<file path="src/sv/wsfd_pkg.sv">
// Types and constants shared by the WebSocket deframer modules.
package wsfd_pkg;

    localparam int BYTE_W  = 8;
    localparam int LEN_W   = 64;
    localparam int KEY_W   = 32;
    localparam int CNT_W   = 3;
    localparam int USER_W  = 7;

    localparam logic [6:0]       LEN7_EXT16 = 7'd126;
    localparam logic [6:0]       LEN7_EXT64 = 7'd127;
    localparam logic [CNT_W-1:0] EXT16_LAST = 3'd1;
    localparam logic [CNT_W-1:0] EXT64_LAST = 3'd7;
    localparam logic [CNT_W-1:0] KEY_LAST   = 3'd3;

    typedef enum logic [2:0] {
        PH_HDR0,
        PH_HDR1,
        PH_EXT,
        PH_KEY,
        PH_DATA
    } phase_t;

    typedef struct packed {
        logic              valid;
        logic [BYTE_W-1:0] data;
    } in_item_t;

    typedef struct packed {
        logic [BYTE_W-1:0] payload_byte;
        logic              payload_valid;
        logic              frame_fin;
        logic [3:0]        frame_opcode;
        logic              was_masked;
        logic              last_of_frame;
    } result_t;

endpackage

</file>
<file path="src/sv/wsfd_in_stage.sv">
// Input register holding one frame byte ahead of the parser.
module wsfd_in_stage (
    input  logic                     aclk,
    input  logic                     aresetn,
    input  logic                     s_tvalid,
    output logic                     s_tready,
    input  logic [7:0]               s_tdata,
    input  logic                     advance,
    output wsfd_pkg::in_item_t       in_item
);
    import wsfd_pkg::*;

    logic              valid_reg, valid_next;
    logic [BYTE_W-1:0] data_reg, data_next;

    assign s_tready = !valid_reg || advance;

    always_comb begin
        valid_next = valid_reg;
        data_next  = data_reg;
        if (s_tvalid && s_tready) begin
            valid_next = 1'b1;
            data_next  = s_tdata;
        end else if (advance) begin
            valid_next = 1'b0;
        end
    end

    always_ff @(posedge aclk) begin
        if (!aresetn) begin
            valid_reg <= 1'b0;
        end else begin
            valid_reg <= valid_next;
        end
    end

    always_ff @(posedge aclk) begin
        data_reg <= data_next;
    end

    assign in_item.valid = valid_reg;
    assign in_item.data  = data_reg;

endmodule

</file>
<file path="src/sv/wsfd_parser.sv">
// Frame header parser, key store and payload unmasking.
module wsfd_parser (
    input  logic                aclk,
    input  logic                aresetn,
    input  logic                take,
    input  logic [7:0]          frame_byte,
    output logic                res_valid,
    output wsfd_pkg::result_t   res
);
    import wsfd_pkg::*;

    phase_t             phase_reg, phase_next;
    logic [CNT_W-1:0]   cnt_reg, cnt_next;
    logic [LEN_W-1:0]   rem_reg, rem_next;
    logic [KEY_W-1:0]   key_reg, key_next;
    logic [1:0]         kidx_reg, kidx_next;
    logic               fin_reg, fin_next;
    logic [3:0]         op_reg, op_next;
    logic               mask_reg, mask_next;
    logic               long_reg, long_next;

    logic [6:0]         len7;
    logic               len_is_ext;
    logic [LEN_W-1:0]   rem_sh;
    logic               ext_done;
    logic               key_done;
    logic [BYTE_W-1:0]  key_byte;

    assign len7       = frame_byte[6:0];
    assign len_is_ext = (len7 == LEN7_EXT16) || (len7 == LEN7_EXT64);
    assign rem_sh     = {rem_reg[LEN_W-BYTE_W-1:0], frame_byte};
    assign ext_done   = (cnt_reg == (long_reg ? EXT64_LAST : EXT16_LAST));
    assign key_done   = (cnt_reg == KEY_LAST);
    assign key_byte   = mask_reg ? key_reg[{kidx_reg, 3'b000} +: BYTE_W] : '0;

    // next state
    always_comb begin
        phase_next = phase_reg;
        cnt_next   = cnt_reg;
        rem_next   = rem_reg;
        key_next   = key_reg;
        kidx_next  = kidx_reg;
        fin_next   = fin_reg;
        op_next    = op_reg;
        mask_next  = mask_reg;
        long_next  = long_reg;
        if (take) begin
            case (phase_reg)
                PH_HDR1: begin
                    mask_next = frame_byte[7];
                    cnt_next  = '0;
                    if (len_is_ext) begin
                        long_next  = (len7 == LEN7_EXT64);
                        rem_next   = '0;
                        phase_next = PH_EXT;
                    end else begin
                        long_next = 1'b0;
                        rem_next  = {{(LEN_W-7){1'b0}}, len7};
                        if (frame_byte[7]) begin
                            phase_next = PH_KEY;
                        end else begin
                            kidx_next  = '0;
                            phase_next = (len7 == '0) ? PH_HDR0 : PH_DATA;
                        end
                    end
                end
                PH_EXT: begin
                    rem_next = rem_sh;
                    cnt_next = cnt_reg + 1'b1;
                    if (ext_done) begin
                        cnt_next = '0;
                        if (mask_reg) begin
                            phase_next = PH_KEY;
                        end else begin
                            kidx_next  = '0;
                            phase_next = (rem_sh == '0) ? PH_HDR0 : PH_DATA;
                        end
                    end
                end
                PH_KEY: begin
                    key_next[{cnt_reg[1:0], 3'b000} +: BYTE_W] = frame_byte;
                    cnt_next = cnt_reg + 1'b1;
                    if (key_done) begin
                        cnt_next   = '0;
                        kidx_next  = '0;
                        phase_next = (rem_reg == '0) ? PH_HDR0 : PH_DATA;
                    end
                end
                PH_DATA: begin
                    kidx_next = kidx_reg + 1'b1;
                    rem_next  = rem_reg - 1'b1;
                    if (rem_reg == {{(LEN_W-1){1'b0}}, 1'b1}) begin
                        phase_next = PH_HDR0;
                    end
                end
                default: begin
                    fin_next   = frame_byte[7];
                    op_next    = frame_byte[3:0];
                    phase_next = PH_HDR1;
                end
            endcase
        end
    end

    // result
    always_comb begin
        res_valid         = 1'b0;
        res.payload_byte  = '0;
        res.payload_valid = 1'b0;
        res.frame_fin     = fin_reg;
        res.frame_opcode  = op_reg;
        res.was_masked    = mask_reg;
        res.last_of_frame = 1'b1;
        if (take) begin
            case (phase_reg)
                PH_HDR1: begin
                    res.was_masked = frame_byte[7];
                    res_valid = !len_is_ext && !frame_byte[7] && (len7 == '0);
                end
                PH_EXT: begin
                    res_valid = ext_done && !mask_reg && (rem_sh == '0);
                end
                PH_KEY: begin
                    res_valid = key_done && (rem_reg == '0);
                end
                PH_DATA: begin
                    res_valid         = 1'b1;
                    res.payload_byte  = frame_byte ^ key_byte;
                    res.payload_valid = 1'b1;
                    res.last_of_frame = (rem_reg == {{(LEN_W-1){1'b0}}, 1'b1});
                end
                default: begin
                    res_valid = 1'b0;
                end
            endcase
        end
    end

    always_ff @(posedge aclk) begin
        if (!aresetn) begin
            phase_reg <= PH_HDR0;
            cnt_reg   <= '0;
            rem_reg   <= '0;
            key_reg   <= '0;
            kidx_reg  <= '0;
            fin_reg   <= 1'b0;
            op_reg    <= '0;
            mask_reg  <= 1'b0;
            long_reg  <= 1'b0;
        end else begin
            phase_reg <= phase_next;
            cnt_reg   <= cnt_next;
            rem_reg   <= rem_next;
            key_reg   <= key_next;
            kidx_reg  <= kidx_next;
            fin_reg   <= fin_next;
            op_reg    <= op_next;
            mask_reg  <= mask_next;
            long_reg  <= long_next;
        end
    end

endmodule

</file>
<file path="src/sv/wsfd_out_buf.sv">
// Two-entry result buffer decoupling the parser from the output handshake.
module wsfd_out_buf (
    input  logic                aclk,
    input  logic                aresetn,
    input  logic                push,
    input  wsfd_pkg::result_t   push_item,
    output logic                full,
    output logic                m_valid,
    input  logic                m_ready,
    output wsfd_pkg::result_t   m_item
);
    import wsfd_pkg::*;

    result_t     mem_reg [2];
    logic        wr_ptr_reg, wr_ptr_next;
    logic        rd_ptr_reg, rd_ptr_next;
    logic [1:0]  count_reg, count_next;
    logic        pop;

    assign full    = (count_reg == 2'd2);
    assign m_valid = (count_reg != 2'd0);
    assign pop     = m_valid && m_ready;
    assign m_item  = mem_reg[rd_ptr_reg];

    always_comb begin
        wr_ptr_next = push ? !wr_ptr_reg : wr_ptr_reg;
        rd_ptr_next = pop ? !rd_ptr_reg : rd_ptr_reg;
        count_next  = count_reg;
        if (push && !pop) begin
            count_next = count_reg + 2'd1;
        end else if (pop && !push) begin
            count_next = count_reg - 2'd1;
        end
    end

    always_ff @(posedge aclk) begin
        if (!aresetn) begin
            wr_ptr_reg <= 1'b0;
            rd_ptr_reg <= 1'b0;
            count_reg  <= 2'd0;
        end else begin
            wr_ptr_reg <= wr_ptr_next;
            rd_ptr_reg <= rd_ptr_next;
            count_reg  <= count_next;
        end
    end

    always_ff @(posedge aclk) begin
        if (push) begin
            mem_reg[wr_ptr_reg] <= push_item;
        end
    end

endmodule

</file>
<file path="src/sv/websocket_frame_deframer_unit.sv">
// Top level of the WebSocket frame deframer.
//  channel  | dir | tdata             | tuser (lsb up)                          | tlast
//  s_ input | in  | [7:0] frame_byte  | -                                       | -
//  m_ out   | out | [7:0] payload_byte| payload_valid, frame_fin, frame_opcode, | last_of_frame
//           |     |                   | was_masked                              |
// One byte per cycle sustained while the result buffer is not full; a byte waits in the input
// register, is parsed once the buffer has room, and its result is written to the buffer at the
// edge that frees the input register, so the m_ transfer of that result comes from the buffer.
// Reset: synchronous, active low; parser returns to expecting a first header byte.
// Stalls: a two-entry result buffer absorbs m_tready low; s_tready drops only
// while the buffer is full and a byte waits in the input register.
module websocket_frame_deframer_unit (
    input  logic       aclk,
    input  logic       aresetn,
    input  logic       s_tvalid,
    output logic       s_tready,
    input  logic [7:0] s_tdata,   // [7:0] frame_byte
    output logic       m_tvalid,
    input  logic       m_tready,
    output logic [7:0] m_tdata,   // [7:0] payload_byte
    output logic [6:0] m_tuser,   // [0] payload_valid, [1] frame_fin,
                                  // [5:2] frame_opcode, [6] was_masked
    output logic       m_tlast    // last_of_frame
);
    import wsfd_pkg::*;

    in_item_t in_item;
    result_t  res;
    result_t  out_item;
    logic     res_valid;
    logic     out_full;
    logic     advance;

    assign advance = in_item.valid && !out_full;

    wsfd_in_stage u_in (
        .aclk     (aclk),
        .aresetn  (aresetn),
        .s_tvalid (s_tvalid),
        .s_tready (s_tready),
        .s_tdata  (s_tdata),
        .advance  (advance),
        .in_item  (in_item)
    );

    wsfd_parser u_parser (
        .aclk       (aclk),
        .aresetn    (aresetn),
        .take       (advance),
        .frame_byte (in_item.data),
        .res_valid  (res_valid),
        .res        (res)
    );

    wsfd_out_buf u_out (
        .aclk      (aclk),
        .aresetn   (aresetn),
        .push      (res_valid),
        .push_item (res),
        .full      (out_full),
        .m_valid   (m_tvalid),
        .m_ready   (m_tready),
        .m_item    (out_item)
    );

    assign m_tdata = out_item.payload_byte;
    assign m_tuser = {out_item.was_masked, out_item.frame_opcode,
                      out_item.frame_fin, out_item.payload_valid};
    assign m_tlast = out_item.last_of_frame;

endmodule

</file>
<file path="config.mk">
export PLATFORM = sky130hd
export DESIGN_NAME = websocket_frame_deframer_unit
export DESIGN_NICKNAME = d
export VERILOG_FILES = /design/src/sv/wsfd_pkg.sv /design/src/sv/wsfd_in_stage.sv /design/src/sv/wsfd_parser.sv /design/src/sv/wsfd_out_buf.sv /design/src/sv/websocket_frame_deframer_unit.sv
export SDC_FILE = /design/constraint.sdc
export NUM_CORES = 1
export LEC_CHECK = 0
export ABC_AREA = 1
export BUFFER_PORTS_ARGS = -buffer_cell sky130_fd_sc_hd__clkbuf_2
export CORE_AREA = 3 3 159 123
export DETAILED_ROUTE_END_ITERATION = 10
export DIE_AREA = 0 0 162 126
export GPL_ROUTABILITY_DRIVEN = 0
export PLACE_DENSITY_LB_ADDON = 0.1
export SYNTH_ARGS = -nofsm -noshare
export SYNTH_HDL_FRONTEND = slang
export SYNTH_SLANG_ARGS = --single-unit
</file>
<file path="constraint.sdc">
create_clock -name aclk -period 6.5 [get_ports aclk]
set_input_delay 0.975 -clock aclk [delete_from_list [all_inputs] [get_ports aclk]]
set_output_delay 0.975 -clock aclk [all_outputs]
set_load 0.1 [all_outputs]
</file>
==> PnR_summary.wiki <==
{| class="wikitable"
! Metric !! Value
|-
| Run status || finished, final reports clean
|-
| Number of levels in the clock H-tree || 4
|-
| Power density cells || 310 nW/um^2
|-
| Starting DRT DRC Count || 1,112
|-
| Number of diodes added for antenna fixing || 0
|-
| Area inside the core boundary || 18,200 sq um
|-
| Cell area after synthesis || 8980 sq um
|-
| Worst Max-Slew Pin Slew || 1190 ps
|-
| Via count of the first global-routing pass || 7,687
|-
| Total power || 0.00306 W
|-
| Setup repair after global routing missed its margin || no
|-
| CP Class || register to output port
|-
| Sequential-to-total area share from yosys stat || 39.5%
|-
| Antenna Violating Nets Remaining || 0
|-
| Final worst-path cycle share || 46.0%
|-
| Final Instance Count excl. Fillers || 1,559
|-
| CP delay by family, top || flip-flops
|-
| Largest fanout of any net on the critical path || 16
|-
| Yosys reg bits || 157
|-
| Number of sinks on the clock net || 157
|-
| Global-route wire length before repair || 42,000 um
|-
| Largest voltage drop on the vdd net || 160 uV
|-
| Total negative setup slack || 0 ps
|-
| Total setup buffers inserted after CTS || 0
|-
| Initial core utilization || 49.4%
|-
| Clk Latency, worst-skew pair || 440 ps
|-
| Element type at the critical path start || register
|-
| Clock network power share || 32.8%
|-
| Mapped Nets || 1,321
|-
| TritonRoute pass-1 iters || 5
|-
| Number of violations of the max-capacitance limit || 0
|-
| Seq. cell area || 3540 sq um
|-
| Clock edge transition at the registers on the reported setup and hold paths || 70 ps
|-
| Cell breakdown of the critical path || mux2_2 -> clkbuf_2
|-
| Vias after detailed routing || 8,759
|-
| Drt wl/cell || 16.8 um
|-
| Worst slew margin relative to its limit || 20.8%
|-
| Count of hold buffers inserted by post-cts repair || 0
|-
| Number of rows created at floorplan || 43
|-
| Avg Synthesized Cell Area || 6.92 sq um
|-
| Slowest cell on crit path || dfxtp_1
|-
| Final count of negative-setup-slack endpoints || 0
|-
| Buffers from clock root to sink, at most || 2
|-
| Fraction of final layout cells sized beyond drive strength 1 || 9.45%
|-
| Endpoints failing hold || 0
|-
| Clock tree skew after final layout || 8.46 ps
|-
| Largest stage delay on the critical path || 780 ps
|-
| Final number of max-transition violations || 0
|-
| Number of warnings reported in the yosys synthesis log || 0
|-
| Count of port buffers added during placement || 29
|-
| DRC violation count after routing || 0
|-
| Peak clock frequency supported by timing || 335 MHz
|-
| Placed wire-length estimate || 18,000 um
|-
| Overall die width || 162 um
|-
| Worst flop-to-flop path startpoint || u_parser.phase_reg[1]
|-
| Instance count of the mapped netlist || 1,298
|-
| Flip-flop count of the largest register after layout || 64
|-
| DP Cell Count || 1,527
|-
| Number of instances resized during post-cts repair || 0
|-
| Number of CTS-inserted buffers || 17
|-
| Largest net degree at the start of global routing || 72
|-
| Sum of overflow across all layers after global routing || 0
|-
| Number of nets in the finished design || 1,322
|-
| Data arrival time at the worst-slack endpoint || 2010 ps
|-
| Clock tree from TritonCTS || yes
|-
| Vertical die dimension || 126 um
|-
| Crit path time final || 2990 ps
|-
| Endpoint class of the critical path || output port
|-
| Buffering stage count on the worst path with inverters included || 1
|-
| Antenna violations before repair || 0
|-
| Routed wire length || 26,200 um
|-
| Leakage || 4.24 nW
|-
| Filler Cells Inserted || 1,846
|-
| Multi-input combinational cell area || 4720 sq um
|-
| Power Internal || 0.00181 W
|-
| Yosys cell types || 40
|-
| Class of the worst hold path || register to register
|-
| Required time of the critical path || 5520 ps
|-
| DIE AREA || 20,400 sq um
|-
| Flop pwr share || 36.0%
|-
| Clock root buffer master || clkbuf_16
|-
| Logic gate share of total power || 31.2%
|-
| Switch share || 40.7%
|-
| Overall Global Routing Usage || 25.8%
|-
| I/O pin total || 30
|-
| Vias/cell || 5.62
|-
| Hold Crit Start || u_parser.key_reg[0]
|-
| Sw power || 0.00124 W
|-
| Area added between synthesis and finish || 9.78%
|}
## cell usage after synthesis, drive strengths merged
library cell	number	area (sq um)
o22ai	2	12.5
nor2	190	783
mux2	16	180
inv	134	503
xor2	5	43.8
a21o	2	15.0
o32ai	3	26.3
o21ai	137	697
nand3b	3	22.5
buf	16	72.6
a31o	2	17.5
nand4	11	68.8
a21oi	179	907
nand2	227	867
clkbuf	37	139
dfxtp	117	2340
nor3	20	100
a31oi	2	12.5
or3	1	6.26
a221oi	8	70.1
nand3	111	571
nor4	1	6.26
o211ai	2	15.0
or2	5	31.3
clkinv	1	3.75
o21bai	10	75.1
ha	11	138
edfxtp	40	1200
o211a	5	50.1
## final timing paths
| check | end | slack [ps] | cells after the start |
|---|---|---|---|
| setup / recovery | m_tdata[1] | 3510 | 2 |
| setup reg to reg | u_parser.rem_reg[4] | 3860 | 8 |
| hold / removal | u_parser.key_reg[0] | 450 | 2 |
| hold reg to reg | u_parser.key_reg[0] | 450 | 2 |
## metal layers
metal | global-route usage, % | routed length [um] | up-vias
met2 | 32.6 | 9880 | 360
met1 | 43.0 | 13600 | 4007
met4 | 6.12 | 294 | 0
met5 | 0 | 0 | -
li1 | - | - | 4367
met3 | 5.66 | 2400 | 25
## cells in the final DEF (no fill, tap or decap), types with 3 or more instances in the layout
cell type   count
nor3_1         20
clkinv_8        3
inv_8           6
xor2_1          5
dfxtp_1       117
o21ai_1        26
inv_2           7
o21ai_0       110
or2_2           5
clkbuf_2       29
buf_4           6
nor2_1        172
nand3_2         3
o21bai_1       10
inv_6           3
nand3b_1        3
edfxtp_1       40
clkbuf_16      17
a221oi_1        8
ha_1           11
inv_1         127
nor2_2         13
nand2_2         3
mux2_2         16
nand3_1       108
nand4_1        11
a21oi_1       178
nand2_1       223
o32ai_1         3
o211a_1         5
nor2_4          5
clkinvlp_4      3
## cell families (layout without fill, tap and decap cells)
group	count (synthesis)	after routing	synth area share (%)
AO/OA/AOI/OAI	352	352	21.1
adder cells (fa/ha/maj)	11	11	1.53
AND/OR/NAND/NOR	569	569	27.4
flip-flops	157	157	39.5
multiplexers	16	16	2.01
buffers and inverters	188	202	8.00
XOR/XNOR	5	5	0.488
## cell type report
| type | instances | share of cell area [%] |
|---|---|---|
| Inverter | 135 | 5.14 |
| Tap cell | 247 | 3.14 |
| Multi-Input combinational cell | 953 | 47.8 |
| Clock inverter | 15 | 1.68 |
| Sequential cell | 157 | 36.0 |
| Timing Repair Buffer | 35 | 1.93 |
| Clock buffer | 17 | 4.32 |
## worst register-to-register path, stage by stage (launching register included)
cell	delay [ps]
dfxtp_1	360
inv_2	80
nand3_2	440
nand2_1	300
o21ai_4	70
inv_2	780
o21ai_0	220
a21oi_1	190
nor2_1	50
## power groups by stage
stage	combinational (W)	sequential, W	clock (W)
2_1_floorplan	0.000738	0.00109	0
6_report	0.000952	0.00110	0.00100
4_1_cts	0.000934	0.00110	0.00101
3_5_place_dp	0.000929	0.00112	0
5_1_grt	0.00105	0.00111	0.00106
3_3_place_gp	0.000925	0.00112	0
## metrics by stage
step / setup WS (ps) / hold slack, ps / cell area, sq um / utilization, %
6_report: 3510 / 453 / 9860 / 54.2
5_1_grt: 3400 / 474 / 9860 / 54.2
4_1_cts: 3460 / 457 / 9860 / 54.2
3_5_place_dp: 3840 / 438 / 9270 / 50.9
3_3_place_gp: 3850 / 442 / 9270 / 50.9
2_1_floorplan: 4040 / 420 / 8980 / -
(Power assumes the default switching activity.)
